**src/hdl/epr_pkg.sv**
```systemverilog
// ---------------------------------------------------------------------------
// epr_pkg: shared types and constants for the echo pulse range capture unit
// Holds the command codes, register indexes, field widths and control types.
// ---------------------------------------------------------------------------
package epr_pkg;

  localparam int CAP_W  = 32;   // captured count / dividend width
  localparam int REG_W  = 16;   // configuration register width
  localparam int DIST_W = 16;   // distance width
  localparam int TIM_W  = 3;
  localparam int CH_W   = 2;
  localparam int IDX_W  = 1;    // two configuration registers
  localparam int DIV_CNT_W = $clog2(CAP_W);

  localparam logic [CAP_W-1:0] NARROW_MASK = 32'h0000_FFFF;
  localparam logic [CAP_W-1:0] WIDE_MASK   = 32'hFFFF_FFFF;

  localparam logic CMD_ARM  = 1'b0;
  localparam logic CMD_EDGE = 1'b1;

  localparam logic [IDX_W-1:0] REG_SPEED_FACTOR = 1'b0;
  localparam logic [IDX_W-1:0] REG_MAX_RANGE    = 1'b1;

  // measurement progress
  typedef enum logic [1:0] {
    PH_RISING  = 2'd0,
    PH_FALLING = 2'd1,
    PH_DONE    = 2'd2
  } phase_t;

  // sequencer state
  typedef enum logic [1:0] {
    ST_IDLE   = 2'd0,
    ST_DIVIDE = 2'd1,
    ST_FINISH = 2'd2
  } ctrl_state_t;

  // divider status back to the sequencer
  typedef struct packed {
    logic busy;
    logic done;
  } div_status_t;

endpackage

```
**src/hdl/echo_pulse_range_capture_unit.sv**
```systemverilog
// ---------------------------------------------------------------------------
// echo_pulse_range_capture_unit: echo pulse width to distance converter
// Arm / edge requests in, one distance result per completed pulse.
// ---------------------------------------------------------------------------
// Arm and non-closing edge requests leave the unit idle, so the next request is
// taken on the following cycle.
// A closing (second matching) edge holds the input through 32 steps in the
// one-bit-per-cycle divider, the registering of its done flag and the load of
// the result; longer while out_stall keeps an earlier result in place.
// rst_n (synchronous, active low) restores speed_factor 58, max_range_cm 400,
// nothing armed, no result pending.
module echo_pulse_range_capture_unit (
  input  logic                          clk,
  input  logic                          rst_n,
  // configuration write port
  input  logic                          cfg_wr_en,
  input  logic [epr_pkg::IDX_W-1:0]     cfg_index,
  input  logic [epr_pkg::REG_W-1:0]     cfg_data,
  // request channel
  input  logic                          in_valid,
  output logic                          in_stall,
  input  logic                          in_command,
  input  logic [epr_pkg::TIM_W-1:0]     in_timer_id,
  input  logic [epr_pkg::CH_W-1:0]      in_channel,
  input  logic                          in_wide_counter,
  input  logic [epr_pkg::CAP_W-1:0]     in_capture_value,
  // result channel
  output logic                          out_valid,
  input  logic                          out_stall,
  output logic [epr_pkg::DIST_W-1:0]    out_distance_cm,
  output logic                          out_in_range
);
  import epr_pkg::*;

  // configuration registers
  logic [REG_W-1:0] speed_factor_r;
  logic [REG_W-1:0] max_range_cm_r;

  // measurement state
  phase_t           phase_r, phase_nxt;
  logic [TIM_W-1:0] armed_timer_r, armed_timer_nxt;
  logic [CH_W-1:0]  armed_channel_r, armed_channel_nxt;
  logic             wrap_is_wide_r, wrap_is_wide_nxt;
  logic [CAP_W-1:0] start_count_r, start_count_nxt;

  // sequencer and result register
  ctrl_state_t      state_r, state_nxt;
  logic             out_valid_r, out_valid_nxt;
  logic [DIST_W-1:0] dist_r, dist_nxt;
  logic             in_range_r, in_range_nxt;

  // divider hookup
  logic             div_start;
  logic [CAP_W-1:0] div_dividend;
  logic [CAP_W-1:0] div_quotient;
  div_status_t      div_status;

  logic             in_accept;
  logic             out_accept;
  logic             edge_match;
  logic [CAP_W-1:0] cnt_mask;
  logic [CAP_W-1:0] cap_masked;
  logic [CAP_W-1:0] quo_eff;
  logic             out_of_range;

  assign in_accept  = in_valid && !in_stall;
  assign out_accept = out_valid_r && !out_stall;
  assign in_stall   = (state_r != ST_IDLE);

  assign edge_match = (in_timer_id == armed_timer_r) && (in_channel == armed_channel_r);
  assign cnt_mask   = wrap_is_wide_r ? WIDE_MASK : NARROW_MASK;
  assign cap_masked = in_capture_value & cnt_mask;
  // pulse width modulo the counter period unwraps a single rollover
  assign div_dividend = (cap_masked - start_count_r) & cnt_mask;

  // zero divisor counts as a zero distance
  assign quo_eff      = (speed_factor_r == '0) ? '0 : div_quotient;
  assign out_of_range = (quo_eff == '0) || (quo_eff > {{(CAP_W-REG_W){1'b0}}, max_range_cm_r});

  epr_divider u_div (
    .clk      (clk),
    .rst_n    (rst_n),
    .start    (div_start),
    .dividend (div_dividend),
    .divisor  (speed_factor_r),
    .quotient (div_quotient),
    .status   (div_status)
  );

  // configuration writes
  always_ff @(posedge clk) begin
    if (!rst_n) begin
      speed_factor_r <= REG_W'(58);
      max_range_cm_r <= REG_W'(400);
    end else if (cfg_wr_en) begin
      case (cfg_index)
        REG_SPEED_FACTOR: speed_factor_r <= cfg_data;
        REG_MAX_RANGE:    max_range_cm_r <= cfg_data;
        default:          ;
      endcase
    end
  end

  // sequencer: request decode, divide wait, result hand-off
  always_comb begin
    state_nxt         = state_r;
    phase_nxt         = phase_r;
    armed_timer_nxt   = armed_timer_r;
    armed_channel_nxt = armed_channel_r;
    wrap_is_wide_nxt  = wrap_is_wide_r;
    start_count_nxt   = start_count_r;
    out_valid_nxt     = out_valid_r;
    dist_nxt          = dist_r;
    in_range_nxt      = in_range_r;
    div_start         = 1'b0;

    if (out_accept) begin
      out_valid_nxt = 1'b0;
    end

    case (state_r)
      ST_IDLE: begin
        if (in_accept) begin
          if (in_command == CMD_ARM) begin
            armed_timer_nxt   = in_timer_id;
            armed_channel_nxt = in_channel;
            wrap_is_wide_nxt  = in_wide_counter;
            phase_nxt         = PH_RISING;
          end else if (edge_match) begin
            case (phase_r)
              PH_RISING: begin
                start_count_nxt = cap_masked;
                phase_nxt       = PH_FALLING;
              end
              PH_FALLING: begin
                div_start = 1'b1;
                phase_nxt = PH_DONE;
                state_nxt = ST_DIVIDE;
              end
              default: ;  // done: stray edge, no result
            endcase
          end
        end
      end
      ST_DIVIDE: begin
        if (div_status.done) begin
          state_nxt = ST_FINISH;
        end
      end
      ST_FINISH: begin
        // load once the result register is free or draining this cycle
        if (!out_valid_r || !out_stall) begin
          out_valid_nxt = 1'b1;
          in_range_nxt  = !out_of_range;
          dist_nxt      = out_of_range ? max_range_cm_r : quo_eff[DIST_W-1:0];
          state_nxt     = ST_IDLE;
        end
      end
      default: state_nxt = ST_IDLE;
    endcase
  end

  always_ff @(posedge clk) begin
    dist_r     <= dist_nxt;
    in_range_r <= in_range_nxt;
    if (!rst_n) begin
      state_r         <= ST_IDLE;
      phase_r         <= PH_DONE;
      armed_timer_r   <= '0;
      armed_channel_r <= '0;
      wrap_is_wide_r  <= 1'b0;
      start_count_r   <= '0;
      out_valid_r     <= 1'b0;
    end else begin
      state_r         <= state_nxt;
      phase_r         <= phase_nxt;
      armed_timer_r   <= armed_timer_nxt;
      armed_channel_r <= armed_channel_nxt;
      wrap_is_wide_r  <= wrap_is_wide_nxt;
      start_count_r   <= start_count_nxt;
      out_valid_r     <= out_valid_nxt;
    end
  end

  assign out_valid       = out_valid_r;
  assign out_distance_cm = dist_r;
  assign out_in_range    = in_range_r;

endmodule

```
**src/hdl/epr_divider.sv**
```systemverilog
// ---------------------------------------------------------------------------
// epr_divider: iterative restoring divider
// 32-bit dividend by 16-bit divisor, one quotient bit per cycle.
// ---------------------------------------------------------------------------
module epr_divider (
  input  logic                        clk,
  input  logic                        rst_n,
  input  logic                        start,
  input  logic [epr_pkg::CAP_W-1:0]   dividend,
  input  logic [epr_pkg::REG_W-1:0]   divisor,
  output logic [epr_pkg::CAP_W-1:0]   quotient,
  output epr_pkg::div_status_t        status
);
  import epr_pkg::*;

  logic [REG_W-1:0]     rem_r, rem_nxt;
  logic [CAP_W-1:0]     quo_r, quo_nxt;
  logic [REG_W-1:0]     dvs_r, dvs_nxt;
  logic [DIV_CNT_W-1:0] cnt_r, cnt_nxt;
  logic                 busy_r, busy_nxt;
  logic                 done_r, done_nxt;

  logic [REG_W:0]   shifted;
  logic [REG_W+1:0] trial;
  logic             ge;

  // trial subtract of the divisor from the shifted partial remainder
  assign shifted = {rem_r, quo_r[CAP_W-1]};
  assign trial   = {1'b0, shifted} - {2'b00, dvs_r};
  assign ge      = ~trial[REG_W+1];

  always_comb begin
    rem_nxt  = rem_r;
    quo_nxt  = quo_r;
    dvs_nxt  = dvs_r;
    cnt_nxt  = cnt_r;
    busy_nxt = busy_r;
    done_nxt = 1'b0;
    if (start) begin
      rem_nxt  = '0;
      quo_nxt  = dividend;
      dvs_nxt  = divisor;
      cnt_nxt  = '0;
      busy_nxt = 1'b1;
    end else if (busy_r) begin
      rem_nxt = ge ? trial[REG_W-1:0] : shifted[REG_W-1:0];
      quo_nxt = {quo_r[CAP_W-2:0], ge};
      cnt_nxt = cnt_r + 1'b1;
      if (cnt_r == DIV_CNT_W'(CAP_W - 1)) begin
        busy_nxt = 1'b0;
        done_nxt = 1'b1;
      end
    end
  end

  always_ff @(posedge clk) begin
    rem_r <= rem_nxt;
    quo_r <= quo_nxt;
    dvs_r <= dvs_nxt;
    if (!rst_n) begin
      cnt_r  <= '0;
      busy_r <= 1'b0;
      done_r <= 1'b0;
    end else begin
      cnt_r  <= cnt_nxt;
      busy_r <= busy_nxt;
      done_r <= done_nxt;
    end
  end

  assign quotient    = quo_r;
  assign status.busy = busy_r;
  assign status.done = done_r;

endmodule

```
**config.mk**
```make
export PLATFORM = sky130hd
export DESIGN_NAME = echo_pulse_range_capture_unit
export DESIGN_NICKNAME = d
export VERILOG_FILES = /design/src/hdl/epr_pkg.sv /design/src/hdl/echo_pulse_range_capture_unit.sv /design/src/hdl/epr_divider.sv
export SDC_FILE = /design/constraint.sdc
export NUM_CORES = 1
export LEC_CHECK = 0
export BUFFER_PORTS_ARGS = -buffer_cell sky130_fd_sc_hd__clkbuf_2
export CAP_MARGIN = 10
export CORE_ASPECT_RATIO = 0.7
export CORE_MARGIN = 2
export CORE_UTILIZATION = 66
export CTS_CLUSTER_SIZE = 12
export DETAILED_ROUTE_END_ITERATION = 6
export GPL_TIMING_DRIVEN = 0
export PLACE_DENSITY = 0.84
export SLEW_MARGIN = 30
export SYNTH_ARGS = -nofsm -noshare
export SYNTH_HDL_FRONTEND = slang
export SYNTH_HIERARCHICAL = 1
export SYNTH_SLANG_ARGS = --single-unit
```
**constraint.sdc**
```tcl
create_clock -name clk -period 10.8 [get_ports clk]
set_input_delay 1.62 -clock clk [delete_from_list [all_inputs] [get_ports clk]]
set_output_delay 1.62 -clock clk [all_outputs]
set_load 0.05 [all_outputs]
```
==> metrics.csv, run 1 <==
stage;metric;value;unit
routing;Pre-Repair DR Iteration Count;5;
clock_tree;postcts setup bufs;0;
setup_path;critical path capture point type;flip-flop;
sta;final hold vios;0;
clock_tree;Clock Latency Late Sink;450;ps
sta;Max Slew Vio Count;0;
layout;final cell count without fillers;1435;
routing;antenna viol nets, final;0;
placement;placed cell count;1403;
clock_tree;Root Buffer;clkbuf_16;
routing;routed length per placed instance;18.0;um
setup_path;worst setup path class;in -> reg;
floorplan;FP Rows;37;
floorplan;IO Pins;80;
layout;post-route cell area;0.0114;sq mm
layout;Multi-input gate area;0.00565;sq mm
layout;ratio of cells with drive above 1 in the final layout;16.5;%
setup_path;WP data arrival;4460;ps
layout;Layout Nets;1355;
sta;Final min period;4400;ps
placement;port bufs;78;
pwr;PwrDens;125;mW/mm^2
logic_synthesis;Mapped Cells;1127;
sta;count of final setup violators;0;
global_route;vias in the first global route;8273;
sta;part of the cycle the worst path needs;40.7;%
global_route;grt ovf;0;
routing;Iter 0 DRT Violations;795;
floorplan;full die area;0.0163;sq mm
clock_tree;Clock Pin Slew Worst Setup and Hold Paths;70;ps
run;Max Cap Violations;0;
sta;worst hold slack;458;ps
routing;Via Count;8806;
pwr;Leakage;4.39;nW
pwr;Total Power;1.42;mW
pwr;maximum VDD drop;0.115;mV
layout;Syn-to-layout area delta;12.9;%
logic_synthesis;Mapped Nets;1255;
sta;Final WS setup;6400;ps
layout;Antenna Cells;0;
global_route;largest net degree at the start of global routing;33;
hold_path;hold crit path type;reg -> reg;
clock_tree;clock tree buffer depth;2;
sta;setup TNS;0;ps
routing;residual DRC count;0;
placement;dpl cell area;0.0107;sq mm
layout;register area;0.00391;sq mm
setup_path;cell mode on critical path;clkbuf_1;
setup_path;Buf+Inv Stages, Crit Path;3;
setup_path;CP max stage delay;760;ps
logic_synthesis;Syn. warnings;6;
logic_synthesis;mapped cell area;0.0101;sq mm
setup_path;crit path cell chain;clkbuf_2 -> xnor2_1 -> nand3_1 -> nor3_1 -> nand2_1 -> nor3_2 -> clkbuf_1 -> clkbuf_1 -> or2_2;
setup_path;critical path's slowest cell;or2_2;
floorplan;die width;152;um
clock_tree;# H-tree levels;4;
sta;Rel. slew slack;44.8;%
clock_tree;CTS tree;built;
global_route;first-pass GRT wire length;42100;um
sta;Layout Skew;12.0;ps
floorplan;initial core utilization;68.1;%
placement;setup slack at placement;6040;ps
layout;fin util;76.8;%
clock_tree;post-CTS resize count;0;
placement;DP HPWL;19100;um
layout;fillers;1057;
clock_tree;CTS sink cnt;163;
routing;DRT Wirelength;25800;um
clock_tree;CTS Hold Bufs;0;
routing;Via-to-Cell Ratio;6.14;
clock_tree;Num CTS Buffers;17;
global_route;gr usage total;33.2;%
sta;worst-margin pin slew;828;ps
setup_path;CP required;10870;ps
setup_path;CP Launch Type;input pin;
floorplan;Die Ht;107;um
logic_synthesis;mean cell area of the mapped netlist;8.95;sq um
global_route;initial antenna violation count;0;
sta;unrepaired setup endpoints after global routing;false;
setup_path;Worst path top cell family by delay;simple AND/OR/NAND/NOR gates;
floorplan;Core Area;0.0148;sq mm
placement;Placer Congestion;0.932;
setup_path;Crit Path Max Fanout;32;
status;status;complete, no violations;
sta;Max Freq;227;MHz
[registers in the layout, summed over array words and instances (netlist names), 2 cells and up]
signal,count
speed_factor_r,16
phase_r,2
armed_timer_r,3
start_count_r,32
armed_channel_r,2
u_div/cnt_r,5
state_r,2
out_distance_cm,16
u_div/dvs_r,16
u_div/rem_r,16
u_div/quotient,32
max_range_cm_r,16
[per-layer routing]
metal	part of all wire [%]	up-vias	global-route usage, %
li1	-	4223	-
met1	46	4128	49.0
met2	43	408	48.9
met3	9.0	47	6.91
met4	1.7	0	10.3
met5	0	-	0
[layout by cell type, fill, tap and decap left out, types with 15 or more instances in the layout]
cell       count
nand3_1       27
a21boi_0      67
xnor2_1       28
mux2_2        47
ha_1          65
edfxtp_1      65
dfxtp_1       98
nand2_1      179
clkbuf_2      78
nor2_1        50
nor4_1        15
clkbuf_16     19
o21ai_0       40
a21oi_1       41
clkbuf_1      37
inv_1         80
and2_1        44
[worst paths after layout]
check,from,endpoint,slack [ps],depth (start not counted)
max,in_timer_id[1],u_div/quotient[29]$_DFFE_PP_,6400,9
min reg2reg,speed_factor_r[8]$_SDFFE_PN0P_,u_div/dvs_r[8]$_DFFE_PP_,460,0
max reg2reg,speed_factor_r[0]$_SDFFE_PN0P_,out_distance_cm[9]$_DFFE_PP_,6880,13
min,speed_factor_r[8]$_SDFFE_PN0P_,u_div/dvs_r[8]$_DFFE_PP_,460,0
[where the power goes]
part	total, mW	internal (mW)	leakage, nW	switching, mW
clock network	0.635	0.339	0.311	0.297
registers	0.650	0.643	1.39	0.00626
logic	0.136	0.0568	2.68	0.0792
total	1.42	1.04	4.39	0.382
[cell type report]
type,count,share of cell area (%)
Multi-Input combinational cell,832,49.7
Clock buffer,19,4.18
Tap cell,195,2.14
Inverter,80,2.64
Sequential cell,163,34.4
Clock inverter,13,1.35
Timing Repair Buffer,81,3.63
Buffer,52,2.02
[worst register-to-register path, cell delays in order (launching register included)]
cell and delay (ps):
dfxtp_1 350, nor4_1 330, nand4_1 370, clkbuf_1 310, and2_1 240, ha_1 290, nor2b_1 140, o211ai_1 190
a2111oi_0 150, a211oi_1 250, o211ai_1 160, a21oi_4 320, buf_6 220, mux2_2 360
No activity file was read; power rests on OpenSTA's default activity.
==> run 2, diff against run 1 <==
- ABC_AREA: not set -> 1
- CORE_UTILIZATION: 66 -> 55
- PLACE_DENSITY: 0.84 -> 0.74
- clock period: 10.8 -> 3.7 ns (I/O delays scaled with it)
==> metrics.csv, run 2 <==
stage;metric;value;unit
floorplan;IO Pins;80;
layout;post-route cell area;0.0120;sq mm
clock_tree;Clock Latency Late Sink;440;ps
global_route;initial antenna violation count;0;
layout;Syn-to-layout area delta;13.0;%
hold_path;hold crit path type;in -> reg;
clock_tree;postcts setup bufs;0;
routing;routed length per placed instance;14.8;um
layout;final cell count without fillers;1914;
routing;residual DRC count;0;
placement;dpl cell area;0.0114;sq mm
global_route;first-pass GRT wire length;45800;um
global_route;vias in the first global route;9019;
logic_synthesis;Mapped Nets;1688;
clock_tree;# H-tree levels;4;
logic_synthesis;Syn. warnings;6;
setup_path;Worst path top cell family by delay;buffers and inverters;
logic_synthesis;Mapped Cells;1560;
run;Max Cap Violations;0;
routing;antenna viol nets, final;0;
clock_tree;clock tree buffer depth;2;
placement;Placer Congestion;0.969;
setup_path;Crit Path Max Fanout;17;
layout;Antenna Cells;0;
setup_path;CP max stage delay;460;ps
clock_tree;Clock Pin Slew Worst Setup and Hold Paths;80;ps
layout;fillers;1739;
layout;Layout Nets;1787;
sta;Rel. slew slack;49.9;%
setup_path;WP data arrival;3380;ps
layout;ratio of cells with drive above 1 in the final layout;10.2;%
placement;DP HPWL;21800;um
status;status;complete, no violations;
routing;Via Count;10200;
placement;port bufs;79;
sta;Max Slew Vio Count;0;
sta;Final min period;3200;ps
layout;most common cell after layout, fill and taps aside;nand2_1;
setup_path;Buf+Inv Stages, Crit Path;4;
clock_tree;Root Buffer;clkbuf_16;
pwr;PwrDens;359;mW/mm^2
floorplan;Core Area;0.0189;sq mm
routing;Iter 0 DRT Violations;1068;
global_route;gr usage total;28.6;%
sta;part of the cycle the worst path needs;86.4;%
sta;final hold vios;0;
floorplan;die width;170;um
logic_synthesis;mean cell area of the mapped netlist;6.82;sq um
pwr;Leakage;6.23;nW
sta;Max Freq;313;MHz
setup_path;critical path capture point type;flip-flop;
routing;Via-to-Cell Ratio;5.31;
global_route;largest net degree at the start of global routing;37;
floorplan;FP Rows;42;
sta;count of final setup violators;0;
clock_tree;CTS sink cnt;163;
clock_tree;CTS tree;built;
setup_path;worst setup path class;reg -> reg;
setup_path;crit path cell chain;nor2_1 -> inv_1 -> nor2_1 -> nand3_1 -> nor2_4 -> clkbuf_1 -> clkinv_1 -> clkbuf_1 -> nand2_1 -> nand2_1;
global_route;grt ovf;0;
logic_synthesis;mapped cell area;0.0106;sq mm
floorplan;full die area;0.0205;sq mm
setup_path;CP required;3890;ps
setup_path;critical path's slowest cell;nor2_4;
setup_path;CP Launch Type;flip-flop;
sta;unrepaired setup endpoints after global routing;false;
floorplan;initial core utilization;56.2;%
routing;DRT Wirelength;28400;um
sta;setup TNS;0;ps
routing;Pre-Repair DR Iteration Count;7;
sta;Layout Skew;9.54;ps
clock_tree;Num CTS Buffers;17;
placement;placed cell count;1882;
sta;worst-margin pin slew;751;ps
floorplan;Die Ht;120;um
pwr;maximum VDD drop;0.325;mV
pwr;Total Power;4.32;mW
layout;most frequent cells in the layout;492 x nand2_1, 226 x inv_1, 201 x nor2_1;
run 2: metrics by stage:
stage | util (%) | setup WS, ps | hold WS [ps]
floorplan | - | 361 | 414
global placement | 59.9 | -577 | 430
detailed placement | 60.1 | 221 | 434
CTS | 63.5 | 329 | 348
global route | 63.5 | 256 | 354
finish | 63.5 | 505 | 360
run 2: worst min-delay path: stages:
cell and delay, ps:
clkbuf_2 100, nand2_1 50, nand3_1 70
run 2: final timing paths:
path | startpoint | to | slack [ps] | depth (start not counted)
hold / removal | cfg_data[5] | speed_factor_r[5]$_SDFFE_PN1P_ | 360 | 3
setup / recovery | state_r[1]$_SDFFE_PN0P_ | u_div/quotient[30]$_DFFE_PP_ | 500 | 10
hold reg to reg | u_div/cnt_r[3]$_SDFFE_PP0P_ | u_div/cnt_r[3]$_SDFFE_PP0P_ | 460 | 1
setup reg to reg | state_r[1]$_SDFFE_PN0P_ | u_div/quotient[30]$_DFFE_PP_ | 500 | 10
run 2: metal layers:
layer,track usage (%),routed length (um)
met4,4.97,240
met3,5.47,2550
met1,44.7,14200
met2,41.0,11400
met5,0,0
run 2: final cells by class:
type                    count  area [sq um]  area share (%)
multi-input cells        1126          5660            47.1
flip-flops and latches    163          3910            32.6
inverters                 229           860            7.16
clock buffers              17           425            3.54
repair buffers             80           423            3.52
well taps                 242           303            2.52
plain buffers              42           221            1.84
clock inverters            15           211            1.76
run 2: repair_timing:
action                                  CTS  global route
endpoints found under the setup margin    0            12
gates resized for setup                   0             1
hold buffers                              0             0
run 2: power breakdown:
part           switching [mW]  total [mW]  internal, mW
sequential             0.0219        1.91          1.89
clock                   0.895        1.88         0.988
combinational           0.347       0.526         0.179
total                    1.26        4.32          3.05
==> run 3, diff against run 2 <==
- MAX_ROUTING_LAYER: not set -> met4
==> metrics.csv, run 3 (same netlist as run 2, synthesis figures left out) <==
stage;metric;value;unit
setup_path;CP required;3770;ps
clock_tree;Num CTS Buffers;17;
hold_path;Worst Hold Depth;3;
status;status;complete, no violations;
clock_tree;CTS Hold Bufs;0;
setup_path;CP Launch Type;flip-flop;
floorplan;die width;170;um
routing;routed length per placed instance;14.8;um
clock_tree;CTS tree;built;
placement;DP HPWL;21900;um
floorplan;Die Ht;120;um
placement;dpl cell area;0.0114;sq mm
setup_path;Crit Path Max Fanout;36;
run;Max Cap Violations;0;
sta;final hold vios;0;
global_route;vias in the first global route;9044;
routing;Via-to-Cell Ratio;5.30;
floorplan;initial core utilization;56.2;%
layout;most frequent cells in the layout;492 x nand2_1, 226 x inv_1, 201 x nor2_1;
setup_path;worst r2r path cells;8;
clock_tree;Clock Pin Slew Worst Setup and Hold Paths;80;ps
routing;DRT Wirelength;28300;um
layout;Multi-input gate area;0.00565;sq mm
floorplan;full die area;0.0205;sq mm
routing;antenna viol nets, final;0;
sta;Layout Skew;11.1;ps
sta;Rel. slew slack;40.6;%
hold_path;hold crit path type;in -> reg;
sta;Max Slew Vio Count;0;
clock_tree;clock tree buffer depth;2;
sta;count of final setup violators;0;
routing;Via Count;10100;
floorplan;IO Pins;80;
sta;worst hold slack;360;ps
layout;ratio of cells with drive above 1 in the final layout;10.2;%
global_route;grt ovf;0;
routing;Pre-Repair DR Iteration Count;5;
layout;most common cell after layout, fill and taps aside;nand2_1;
pwr;maximum VDD drop;0.322;mV
global_route;initial antenna violation count;0;
global_route;gr usage total;29.3;%
layout;fin util;63.3;%
pwr;PwrDens;353;mW/mm^2
clock_tree;Root Buffer;clkbuf_16;
placement;placed cell count;1882;
placement;Placer Congestion;0.989;
layout;final cell count without fillers;1914;
sta;Max Freq;300;MHz
global_route;largest net degree at the start of global routing;37;
layout;Antenna Cells;0;
floorplan;Core Area;0.0189;sq mm
sta;unrepaired setup endpoints after global routing;false;
routing;residual DRC count;0;
clock_tree;postcts setup bufs;0;
sta;Final min period;3330;ps
floorplan;FP Rows;42;
setup_path;worst setup path class;reg -> reg;
clock_tree;CTS sink cnt;163;
clock_tree;post-CTS resize count;0;
sta;part of the cycle the worst path needs;90.0;%
setup_path;WP data arrival;3400;ps
global_route;first-pass GRT wire length;45500;um
layout;fillers;1762;
clock_tree;# H-tree levels;4;
placement;port bufs;79;
sta;worst-margin pin slew;891;ps
layout;register area;0.00391;sq mm
pwr;Leakage;6.21;nW
clock_tree;Clock Latency Late Sink;450;ps
layout;Layout Nets;1787;
setup_path;critical path capture point type;flip-flop;
layout;Syn-to-layout area delta;12.6;%
routing;Iter 0 DRT Violations;1091;
layout;post-route cell area;0.0120;sq mm
[run 3: cell count changes in the layout (fill, tap and decap cells not counted), sizes merged]
cell    delta
clkinv     -1
clkbuf     +1
inv        +1
bufinv     -1
[run 3: per-layer routing]
metal	wire length, um	global-route usage (%)
met1	14200	43.6
met5	0	-
met3	2540	6.61
met4	233	5.61
met2	11400	41.0
[run 3: final timing paths]
path	slack (ps)	endpoint	start
min	360	max_range_cm_r[7]$_SDFFE_PN1P_	cfg_data[7]
min reg2reg	450	u_div/cnt_r[3]$_SDFFE_PP0P_	u_div/cnt_r[3]$_SDFFE_PP0P_
max reg2reg	370	u_div/quotient[28]$_DFFE_PP_	state_r[1]$_SDFFE_PN0P_
max	370	u_div/quotient[28]$_DFFE_PP_	state_r[1]$_SDFFE_PN0P_
[run 3: final cells by class]
class                      count  share of cell area [%]
multi-input combinational   1126                    47.2
sequential                   163                    32.7
inverter                     229                    7.18
clock buffer                  18                    3.67
timing repair buffer          80                    3.53
tap                          242                    2.53
buffer                        42                    1.85
clock inverter                14                    1.35
[run 3: power breakdown]
part | switching (mW) | internal, mW
sequential | 0.0217 | 1.89
combinational | 0.348 | 0.179
clock | 0.866 | 0.923
[run 3: per-stage QoR]
step                      total power, mW  setup TNS (ps)  setup slack (ps)
after floorplan                      2.30               0               361
after global placement               2.45          -18930              -537
after detailed placement             2.46               0               283
after CTS                            4.23               0               385
after global routing                 4.39               0              42.3
final                                4.22               0               370
[run 3: critical path, cell delays in order (launching register included)]
cell	delay, ps
dfxtp_1	320
nor2_1	130
inv_1	130
nor2_1	260
nand3_1	130
nor2_2	710
clkbuf_1	460
nor2_1	200
inv_2	590
